## src/rtl/core/biq_pkg.sv

```systemverilog
// ----------------------------------------------------------------------------
// Biquad package
// Shared widths, register indexes, reset coefficients, controller states and
// the request and response types of the serial multiplier.
// ----------------------------------------------------------------------------
package biq_pkg;

    localparam int SAMPLE_W  = 16;
    localparam int COEF_W    = 18;
    localparam int STATE_W   = 24;
    localparam int RND_W     = STATE_W + 3;
    localparam int ACC_W     = STATE_W + 4;
    localparam int CNT_W     = $clog2(COEF_W);
    localparam int CFG_IDX_W = 3;

    typedef enum logic [CFG_IDX_W-1:0] {
        CFG_B0 = 3'd0,
        CFG_B1 = 3'd1,
        CFG_B2 = 3'd2,
        CFG_A1 = 3'd3,
        CFG_A2 = 3'd4
    } cfg_idx_t;

    localparam logic signed [COEF_W-1:0] RST_B0 = 18'sd0;
    localparam logic signed [COEF_W-1:0] RST_B1 = 18'sd1406;
    localparam logic signed [COEF_W-1:0] RST_B2 = 18'sd0;
    localparam logic signed [COEF_W-1:0] RST_A1 = -18'sd120084;
    localparam logic signed [COEF_W-1:0] RST_A2 = 18'sd56322;

    typedef enum logic [2:0] {
        ST_IDLE,
        ST_FB1,
        ST_FB2,
        ST_FF0,
        ST_FF1,
        ST_FF2,
        ST_DONE
    } biq_state_t;

    typedef struct packed {
        logic                       start;
        logic signed [COEF_W-1:0]   coef;
        logic signed [STATE_W-1:0]  operand;
    } biq_mul_req_t;

    typedef struct packed {
        logic                       done;
        logic signed [RND_W-1:0]    rnd;
    } biq_mul_rsp_t;

endpackage

```

## src/rtl/core/biq_if.sv

```systemverilog
// ----------------------------------------------------------------------------
// Biquad channels
// Valid/ready channels for input samples, filtered results and register
// writes.
// ----------------------------------------------------------------------------
interface biq_sample_if;
    logic                                  valid;
    logic                                  ready;
    logic signed [biq_pkg::SAMPLE_W-1:0]   sample_in;

    modport source (output valid, output sample_in, input ready);
    modport sink (input valid, input sample_in, output ready);
endinterface

interface biq_result_if;
    logic                                  valid;
    logic                                  ready;
    logic signed [biq_pkg::SAMPLE_W-1:0]   sample_out;
    logic                                  clipped;

    modport source (output valid, output sample_out, output clipped, input ready);
    modport sink (input valid, input sample_out, input clipped, output ready);
endinterface

interface biq_cfg_if;
    logic                                  valid;
    logic                                  ready;
    logic [biq_pkg::CFG_IDX_W-1:0]         index;
    logic [biq_pkg::COEF_W-1:0]            data;

    modport source (output valid, output index, output data, input ready);
    modport sink (input valid, input index, input data, output ready);
endinterface

```

## src/rtl/core/biq_serial_mult.sv

```systemverilog
// ----------------------------------------------------------------------------
// Biquad serial multiplier
// Multiplies a coefficient by a state value one coefficient bit per cycle and
// rounds the product to twelve fraction bits, ties toward plus infinity.
// ----------------------------------------------------------------------------
module biq_serial_mult (
    input  logic                  clk,
    input  logic                  rst_n,
    input  biq_pkg::biq_mul_req_t req,
    output biq_pkg::biq_mul_rsp_t rsp
);
    import biq_pkg::*;

    logic [COEF_W-1:0]         coef_sr_reg;
    logic signed [STATE_W-1:0] op_reg;
    logic signed [STATE_W:0]   hi_reg;
    logic [2:0]                lo_reg;
    logic [CNT_W-1:0]          cnt_reg;
    logic                      busy_reg;
    logic                      done_reg;

    logic signed [STATE_W+1:0] addend;
    logic signed [STATE_W+1:0] sum;
    logic                      last_bit;

    assign last_bit = (cnt_reg == CNT_W'(COEF_W - 1));

    always_comb
    begin
        addend = '0;
        if (coef_sr_reg[0])
        begin
            if (last_bit)
                addend = -{{2{op_reg[STATE_W-1]}}, op_reg};
            else
                addend = {{2{op_reg[STATE_W-1]}}, op_reg};
        end
        sum = {hi_reg[STATE_W], hi_reg} + addend;
    end

    always_ff @(posedge clk or negedge rst_n)
    begin
        if (!rst_n)
        begin
            busy_reg <= 1'b0;
            done_reg <= 1'b0;
            cnt_reg  <= '0;
        end
        else
        begin
            done_reg <= 1'b0;
            if (req.start && !busy_reg)
            begin
                busy_reg <= 1'b1;
                cnt_reg  <= '0;
            end
            else if (busy_reg)
            begin
                cnt_reg <= cnt_reg + 1'b1;
                if (last_bit)
                begin
                    busy_reg <= 1'b0;
                    done_reg <= 1'b1;
                end
            end
        end
    end

    always_ff @(posedge clk)
    begin
        if (req.start && !busy_reg)
        begin
            coef_sr_reg <= req.coef;
            op_reg      <= req.operand;
            hi_reg      <= '0;
            lo_reg      <= '0;
        end
        else if (busy_reg)
        begin
            coef_sr_reg <= {1'b0, coef_sr_reg[COEF_W-1:1]};
            hi_reg      <= sum[STATE_W+1:1];
            lo_reg      <= {sum[0], lo_reg[2:1]};
        end
    end

    assign rsp.done = done_reg;
    assign rsp.rnd  = $signed({hi_reg, lo_reg[2:1]})
                    + $signed({{(RND_W-1){1'b0}}, lo_reg[0]});

endmodule

```

## src/rtl/core/biquad_iir_filter_unit.sv

```systemverilog
// ----------------------------------------------------------------------------
// Biquad IIR filter unit
// One second-order direct form II section with Q2.16 coefficients, Q12.12
// state and Q4.12 samples, saturating the state and the output.
// ----------------------------------------------------------------------------
// From acceptance to a ready result, the five coefficient products run one
// after another through a single bit-serial multiplier, the first one
// starting at the edge that accepts the item, and the result is then
// written to the output register once it is free. A new item is accepted
// in the cycle after the previous one has reached the output register,
// even if that result has not yet been taken; no new item is accepted
// while one is in progress. Coefficient writes are taken in any cycle and
// should be made while the filter is idle.
module biquad_iir_filter_unit (
    input  logic   clk,
    input  logic   rst_n,
    biq_sample_if.sink  sample_chan,
    biq_result_if.source result_chan,
    biq_cfg_if.sink     cfg_chan
);
    import biq_pkg::*;

    localparam logic signed [ACC_W-1:0] WN_MAX  = ACC_W'((1 << (STATE_W - 1)) - 1);
    localparam logic signed [ACC_W-1:0] WN_MIN  = -ACC_W'(1 << (STATE_W - 1));
    localparam logic signed [ACC_W-1:0] OUT_MAX = ACC_W'((1 << (SAMPLE_W - 1)) - 1);
    localparam logic signed [ACC_W-1:0] OUT_MIN = -ACC_W'(1 << (SAMPLE_W - 1));

    biq_state_t state_reg, state_next;

    logic signed [COEF_W-1:0]   b0_reg, b1_reg, b2_reg, a1_reg, a2_reg;
    logic signed [STATE_W-1:0]  delay_one_reg, delay_two_reg, wn_reg;
    logic signed [ACC_W-1:0]    acc_reg;
    logic                       hit_reg;
    logic                       out_valid_reg;
    logic signed [SAMPLE_W-1:0] out_sample_reg;
    logic                       out_clip_reg;

    biq_mul_req_t mul_req;
    biq_mul_rsp_t mul_rsp;

    logic signed [ACC_W-1:0]    rnd_ext, acc_sum, acc_dif;
    logic signed [STATE_W-1:0]  wn_sat;
    logic                       wn_hit;
    logic signed [SAMPLE_W-1:0] y_sat;
    logic                       y_hit;
    logic                       in_fire, out_free;

    biq_serial_mult u_mult (
        .clk   (clk),
        .rst_n (rst_n),
        .req   (mul_req),
        .rsp   (mul_rsp)
    );

    assign out_free          = !out_valid_reg || result_chan.ready;
    assign sample_chan.ready = (state_reg == ST_IDLE);
    assign in_fire           = sample_chan.valid && sample_chan.ready;
    assign cfg_chan.ready    = 1'b1;

    assign result_chan.valid      = out_valid_reg;
    assign result_chan.sample_out = out_sample_reg;
    assign result_chan.clipped    = out_clip_reg;

    assign rnd_ext = {mul_rsp.rnd[RND_W-1], mul_rsp.rnd};
    assign acc_sum = acc_reg + rnd_ext;
    assign acc_dif = acc_reg - rnd_ext;

    always_comb
    begin
        wn_hit = 1'b1;
        if (acc_dif > WN_MAX)
            wn_sat = WN_MAX[STATE_W-1:0];
        else if (acc_dif < WN_MIN)
            wn_sat = WN_MIN[STATE_W-1:0];
        else
        begin
            wn_sat = acc_dif[STATE_W-1:0];
            wn_hit = 1'b0;
        end

        y_hit = 1'b1;
        if (acc_reg > OUT_MAX)
            y_sat = OUT_MAX[SAMPLE_W-1:0];
        else if (acc_reg < OUT_MIN)
            y_sat = OUT_MIN[SAMPLE_W-1:0];
        else
        begin
            y_sat = acc_reg[SAMPLE_W-1:0];
            y_hit = 1'b0;
        end
    end

    always_comb
    begin
        state_next = state_reg;
        unique case (state_reg)
            ST_IDLE: if (in_fire) state_next = ST_FB1;
            ST_FB1:  if (mul_rsp.done) state_next = ST_FB2;
            ST_FB2:  if (mul_rsp.done) state_next = ST_FF0;
            ST_FF0:  if (mul_rsp.done) state_next = ST_FF1;
            ST_FF1:  if (mul_rsp.done) state_next = ST_FF2;
            ST_FF2:  if (mul_rsp.done) state_next = ST_DONE;
            ST_DONE: if (out_free) state_next = ST_IDLE;
            default: state_next = ST_IDLE;
        endcase
    end

    always_comb
    begin
        mul_req = '0;
        unique case (state_reg)
            ST_IDLE:
            begin
                mul_req.start   = in_fire;
                mul_req.coef    = a1_reg;
                mul_req.operand = delay_one_reg;
            end
            ST_FB1:
            begin
                mul_req.start   = mul_rsp.done;
                mul_req.coef    = a2_reg;
                mul_req.operand = delay_two_reg;
            end
            ST_FB2:
            begin
                mul_req.start   = mul_rsp.done;
                mul_req.coef    = b0_reg;
                mul_req.operand = wn_sat;
            end
            ST_FF0:
            begin
                mul_req.start   = mul_rsp.done;
                mul_req.coef    = b1_reg;
                mul_req.operand = delay_one_reg;
            end
            ST_FF1:
            begin
                mul_req.start   = mul_rsp.done;
                mul_req.coef    = b2_reg;
                mul_req.operand = delay_two_reg;
            end
            ST_FF2, ST_DONE:
            begin
                mul_req = '0;
            end
            default:
            begin
                mul_req = '0;
            end
        endcase
    end

    always_ff @(posedge clk or negedge rst_n)
    begin
        if (!rst_n)
        begin
            state_reg     <= ST_IDLE;
            out_valid_reg <= 1'b0;
            delay_one_reg <= '0;
            delay_two_reg <= '0;
            b0_reg        <= RST_B0;
            b1_reg        <= RST_B1;
            b2_reg        <= RST_B2;
            a1_reg        <= RST_A1;
            a2_reg        <= RST_A2;
        end
        else
        begin
            state_reg <= state_next;

            if (cfg_chan.valid && cfg_chan.ready)
            begin
                unique case (cfg_idx_t'(cfg_chan.index))
                    CFG_B0:  b0_reg <= cfg_chan.data;
                    CFG_B1:  b1_reg <= cfg_chan.data;
                    CFG_B2:  b2_reg <= cfg_chan.data;
                    CFG_A1:  a1_reg <= cfg_chan.data;
                    CFG_A2:  a2_reg <= cfg_chan.data;
                    default: ;
                endcase
            end

            if (state_reg == ST_DONE && out_free)
            begin
                out_valid_reg <= 1'b1;
                delay_two_reg <= delay_one_reg;
                delay_one_reg <= wn_reg;
            end
            else if (result_chan.ready)
                out_valid_reg <= 1'b0;
        end
    end

    always_ff @(posedge clk)
    begin
        case (state_reg)
            ST_IDLE:
            begin
                if (in_fire)
                begin
                    acc_reg <= {{(ACC_W-SAMPLE_W){sample_chan.sample_in[SAMPLE_W-1]}},
                                sample_chan.sample_in};
                    hit_reg <= 1'b0;
                end
            end
            ST_FB1:
            begin
                if (mul_rsp.done)
                    acc_reg <= acc_dif;
            end
            ST_FB2:
            begin
                if (mul_rsp.done)
                begin
                    wn_reg  <= wn_sat;
                    hit_reg <= wn_hit;
                    acc_reg <= '0;
                end
            end
            ST_FF0, ST_FF1, ST_FF2:
            begin
                if (mul_rsp.done)
                    acc_reg <= acc_sum;
            end
            ST_DONE:
            begin
                if (out_free)
                begin
                    out_sample_reg <= y_sat;
                    out_clip_reg   <= hit_reg || y_hit;
                end
            end
            default: ;
        endcase
    end

endmodule

```

## src/flat_wrapper.sv

```systemverilog
// flat-port wrapper written by rule: the top's interface ports become plain ports
module biquad_iir_filter_unit_flat import biq_pkg::*;
  (clk, rst_n, sample_chan_valid, sample_chan_sample_in, sample_chan_ready, result_chan_valid, result_chan_sample_out, result_chan_clipped, result_chan_ready, cfg_chan_valid, cfg_chan_index, cfg_chan_data, cfg_chan_ready);
  biq_sample_if sample_chan_i ();
  biq_result_if result_chan_i ();
  biq_cfg_if cfg_chan_i ();
  input  logic clk;
  input  logic rst_n;
  input wire logic [$bits(sample_chan_i.valid)-1:0] sample_chan_valid;
  input wire logic [$bits(sample_chan_i.sample_in)-1:0] sample_chan_sample_in;
  output wire logic [$bits(sample_chan_i.ready)-1:0] sample_chan_ready;
  output wire logic [$bits(result_chan_i.valid)-1:0] result_chan_valid;
  output wire logic [$bits(result_chan_i.sample_out)-1:0] result_chan_sample_out;
  output wire logic [$bits(result_chan_i.clipped)-1:0] result_chan_clipped;
  input wire logic [$bits(result_chan_i.ready)-1:0] result_chan_ready;
  input wire logic [$bits(cfg_chan_i.valid)-1:0] cfg_chan_valid;
  input wire logic [$bits(cfg_chan_i.index)-1:0] cfg_chan_index;
  input wire logic [$bits(cfg_chan_i.data)-1:0] cfg_chan_data;
  output wire logic [$bits(cfg_chan_i.ready)-1:0] cfg_chan_ready;
  assign sample_chan_i.valid = sample_chan_valid;
  assign sample_chan_i.sample_in = sample_chan_sample_in;
  assign sample_chan_ready = sample_chan_i.ready;
  assign result_chan_valid = result_chan_i.valid;
  assign result_chan_sample_out = result_chan_i.sample_out;
  assign result_chan_clipped = result_chan_i.clipped;
  assign result_chan_i.ready = result_chan_ready;
  assign cfg_chan_i.valid = cfg_chan_valid;
  assign cfg_chan_i.index = cfg_chan_index;
  assign cfg_chan_i.data = cfg_chan_data;
  assign cfg_chan_ready = cfg_chan_i.ready;
  biquad_iir_filter_unit u_core (.clk(clk), .rst_n(rst_n), .sample_chan(sample_chan_i), .result_chan(result_chan_i), .cfg_chan(cfg_chan_i));
endmodule
```

## config.mk

```make
export PLATFORM = sky130hd
export DESIGN_NAME = biquad_iir_filter_unit_flat
export DESIGN_NICKNAME = d
export VERILOG_FILES = /design/src/rtl/core/biq_pkg.sv /design/src/rtl/core/biq_if.sv /design/src/rtl/core/biq_serial_mult.sv /design/src/rtl/core/biquad_iir_filter_unit.sv /design/src/flat_wrapper.sv
export SDC_FILE = /design/constraint.sdc
export NUM_CORES = 1
export LEC_CHECK = 0
export BUFFER_PORTS_ARGS = -buffer_cell sky130_fd_sc_hd__buf_4
export CELL_PAD_IN_SITES_DETAIL_PLACEMENT = 1
export CELL_PAD_IN_SITES_GLOBAL_PLACEMENT = 2
export CORE_ASPECT_RATIO = 0.6
export CORE_UTILIZATION = 45
export DETAILED_ROUTE_END_ITERATION = 7
export PLACE_DENSITY = 0.85
export SYNTH_ARGS = -nofsm -noshare
export SYNTH_HDL_FRONTEND = slang
export SYNTH_SLANG_ARGS = --single-unit
```

## constraint.sdc

```tcl
create_clock -name clk -period 12.1 [get_ports clk]
set_clock_uncertainty 0.2 [all_clocks]
set_input_delay 0.605 -clock clk [delete_from_list [all_inputs] [get_ports clk]]
set_output_delay 0.605 -clock clk [all_outputs]
set_load 0.01 [all_outputs]
```

==> impl_metrics.env <==
export IMPL_die_area_um2=41600
export IMPL_reg2reg_depth=19
export IMPL_io_pins=62
export IMPL_grt_max_degree=87
export IMPL_htreeDepth=1
export IMPL_switching_share_pct=47.4
export IMPL_worst_setup_path_startpoint="u_core.u_mult.lo_reg[1]"
export IMPL_ys_warnings_count=0
export IMPL_hold_violations=0
export IMPL_pre_cts_ws_ps=5530
export IMPL_yosysMostFrequentCell="nand2_1"
export IMPL_first_iter_violations=1457
export IMPL_first_global_vias=15100
export IMPL_period_minus_slack_ps=6730
export IMPL_synthTopCellsByCount="nand2_1 (166), mux2_2 (139), dfrtp_1 (126), edfxtp_1 (112), nor2_1 (111)"
export IMPL_ir_drop_mv=0.143
export IMPL_syn_avg_cell_area_um2=10.0
export IMPL_layout_drive_gt1_share_pct=19.5
export IMPL_yosys_top_cells_area="edfxtp_1 (18%), dfrtp_1 (17%), mux2_2 (8.5%), ha_1 (5.8%), nand2_1 (3.4%)"
export IMPL_final_nets=1972
export IMPL_core_area_um2=39700
export IMPL_largest_reg_flops=28
export IMPL_fp_dieW_um=263
export IMPL_grt_remaining_overflow=0
export IMPL_clock_power_share_pct=15.5
export IMPL_synth_edf_count=112
export IMPL_cp_endpoint="u_core.u_mult.op_reg[18]"
export IMPL_syn_inst=1833
export IMPL_syn_nets=1963
export IMPL_wl_per_cell_um=24.7
export IMPL_max_slew_worst_pin_slew_ps=1230
export IMPL_num_rows=56
export IMPL_critPathMaxFanout=35
export IMPL_path_class="flip-flop to flip-flop"
export IMPL_timing_rr_end="u_core.u_mult.op_reg[18]"
export IMPL_ys_seq_area_share_pct=41.8
export IMPL_finalWirelength_mm=58.9
export IMPL_antenna_cells=0
export IMPL_arrival_ps=6860
export IMPL_final_setup_worst_slack_ps=5370
export IMPL_fmax_ghz=0.149
export IMPL_dieHeight_um=158
export IMPL_required_ps=12230
export IMPL_r2r_slack_ps=5370
export IMPL_drcViolationCount=0
export IMPL_synth_cell_area_um2=18400
export IMPL_first_pass_iters=5
export IMPL_cts_root_buf="clkbuf_16"
export IMPL_cts_tree="built"
export IMPL_yosysTopAreaCell="edfxtp_1"
export IMPL_cts_sinks=289
export IMPL_clk_latency_ps=580
export IMPL_tns_ps=0
export IMPL_rsz0062_at_grt="false"
export IMPL_combinationalPowerShare_pct=57.6
export IMPL_p_switching_mw=2.77
export IMPL_synthArstFlopShare_pct=51.6
export IMPL_grtUsageTotal_pct=28.5
export IMPL_routabilityCongestion=0.912
export IMPL_seqPwrFrac_pct=26.9
export IMPL_cts_buffers=29
export IMPL_dp_hpwl_mm=43.3
export IMPL_internal_power_mw=3.08
export IMPL_end_kind="flip-flop"
export IMPL_via_per_inst=6.21
export IMPL_ant_nets=0
export IMPL_maxCapViolCount=0
export IMPL_max_slew_margin_pct=17.5
export IMPL_grt_antenna_before_repair=1
export IMPL_io_buffers=60
export IMPL_finalCritPeriodShare_pct=55.6
export IMPL_grt_pass1_wl_mm=91.0
export IMPL_r2r_start="u_core.u_mult.lo_reg[1]"
export IMPL_vias=14800
export IMPL_synth_top_cell_area_share_pct=18.3
export IMPL_hold_path_class="input port to flip-flop"
export IMPL_path_clk_slew_ps=70
export IMPL_power_density_nw_per_um2=290
export IMPL_cellLeakagePower_nw=8.47
export IMPL_cp_start_kind="flip-flop"
export IMPL_initial_core_util_pct=46.3
export IMPL_ys_seq_elements=289
export IMPL_clock_path_buffers=3
export IMPL_syn_to_final_growth_pct=9.79
export IMPL_slew_violations=0
export IMPL_synth_distinct_cells=86
export IMPL_synthFlopType="dfrtp_1"
export IMPL_setup_violations=0
export IMPL_cts_resized=0
export IMPL_status="complete, no violations"
==> final cells by class <==
class	instances	area [um2]
clock buffer	44	866
clock inverter	10	65.1
inverter	79	297
fill	4384	19500
multi-input combinational	1360	9960
tap	522	653
timing repair buffer	83	629
sequential	289	7690
==> kinds of logic (layout without fill, tap and decap cells) <==
family	Yosys count	in the layout	synth area share, %
compound gates	502	502	18.4
xor+xnor	98	98	4.75
fa+ha+maj	88	88	6.12
buf+inv	184	216	4.14
flops	289	289	41.8
mux	175	175	11.6
other cells	1	1	0.0204
simple gates	496	496	13.1
==> worst min-delay path by stage <==
| stage | from | endpoint | slack [ps] | depth (start not counted) |
|---|---|---|---|---|
| floorplan | rst_n | u_core.a1_reg[0] | 110 | 0 |
| global placement | u_core.wn_reg[18] | u_core.delay_one_reg[18] | 260 | 1 |
| detailed placement | u_core.wn_reg[0] | u_core.delay_one_reg[0] | 270 | 1 |
| CTS | cfg_chan_data[17] | u_core.b0_reg[17] | 70 | 2 |
| global route | cfg_chan_data[9] | u_core.a2_reg[9] | 90 | 2 |
| finish | cfg_chan_data[17] | u_core.b0_reg[17] | 90 | 2 |
==> per-layer routing <==
metal	part of all wire, %	wire length (um)	vias up	global-route usage (%)
met4	1.8	1040	0	5.60
li1	-	-	6709	-
met5	0	0	-	0
met3	8.0	4690	62	5.97
met1	50	29200	7584	43.6
met2	41	24000	464	41.2
==> power by group through the flow <==
stage / Clock, mW / Combinational (mW) / Sequential [mW]
6_report: 0.906 / 3.37 / 1.58
5_1_grt: 0.955 / 3.67 / 1.60
4_1_cts: 0.925 / 3.32 / 1.57
3_5_place_dp: 0 / 3.30 / 1.59
3_3_place_gp: 0 / 3.18 / 1.57
2_1_floorplan: 0 / 2.40 / 1.47
==> stage by stage <==
step	area, um2	hold slack (ps)	util [%]	cells	power, mW
floorplan	18400	109	-	1833	3.87
global placement	19200	255	48.4	2332	4.75
detailed placement	19200	269	48.4	2332	4.89
CTS	20200	74.7	50.8	2387	5.82
global route	20200	87.4	50.8	2387	6.22
finish	20200	93.8	50.8	2387	5.85
==> cells in the final DEF, fill, tap and decap left out, types with 59 or more instances in the layout <==
cell and n:
nand2_1 166, mux2_2 139, dfrtp_1 123, edfxtp_1 112
nor2_1 109, o21ai_0 109, a21oi_1 106, ha_1 85
buf_4 81, inv_1 76, xnor2_1 59
==> worst max-delay path: stages, from the launching register on <==
cell and delay, ps:
dfxtp_1 370, ha_1 190, ha_1 220, nand3_1 90, or2_1 320, nor2_1 220, nand3_1 210, nor2_1 180
xor2_1 270, ha_1 330, inv_1 190, a21oi_1 250, nand2_1 150, or3_1 440, o311ai_0 590, and2_1 270
a311o_1 840, o21ai_4 540, a31o_2 400, a22o_1 180
==> repair_timing <==
| action | 4_1_cts | 5_1_grt |
|---|---|---|
| buffers inserted | 0 | 0 |
| endpoints found under the hold margin | 75 | 0 |
| hold buffers | 1 | 0 |
Note: power is estimated with default switching activity, not from simulation.
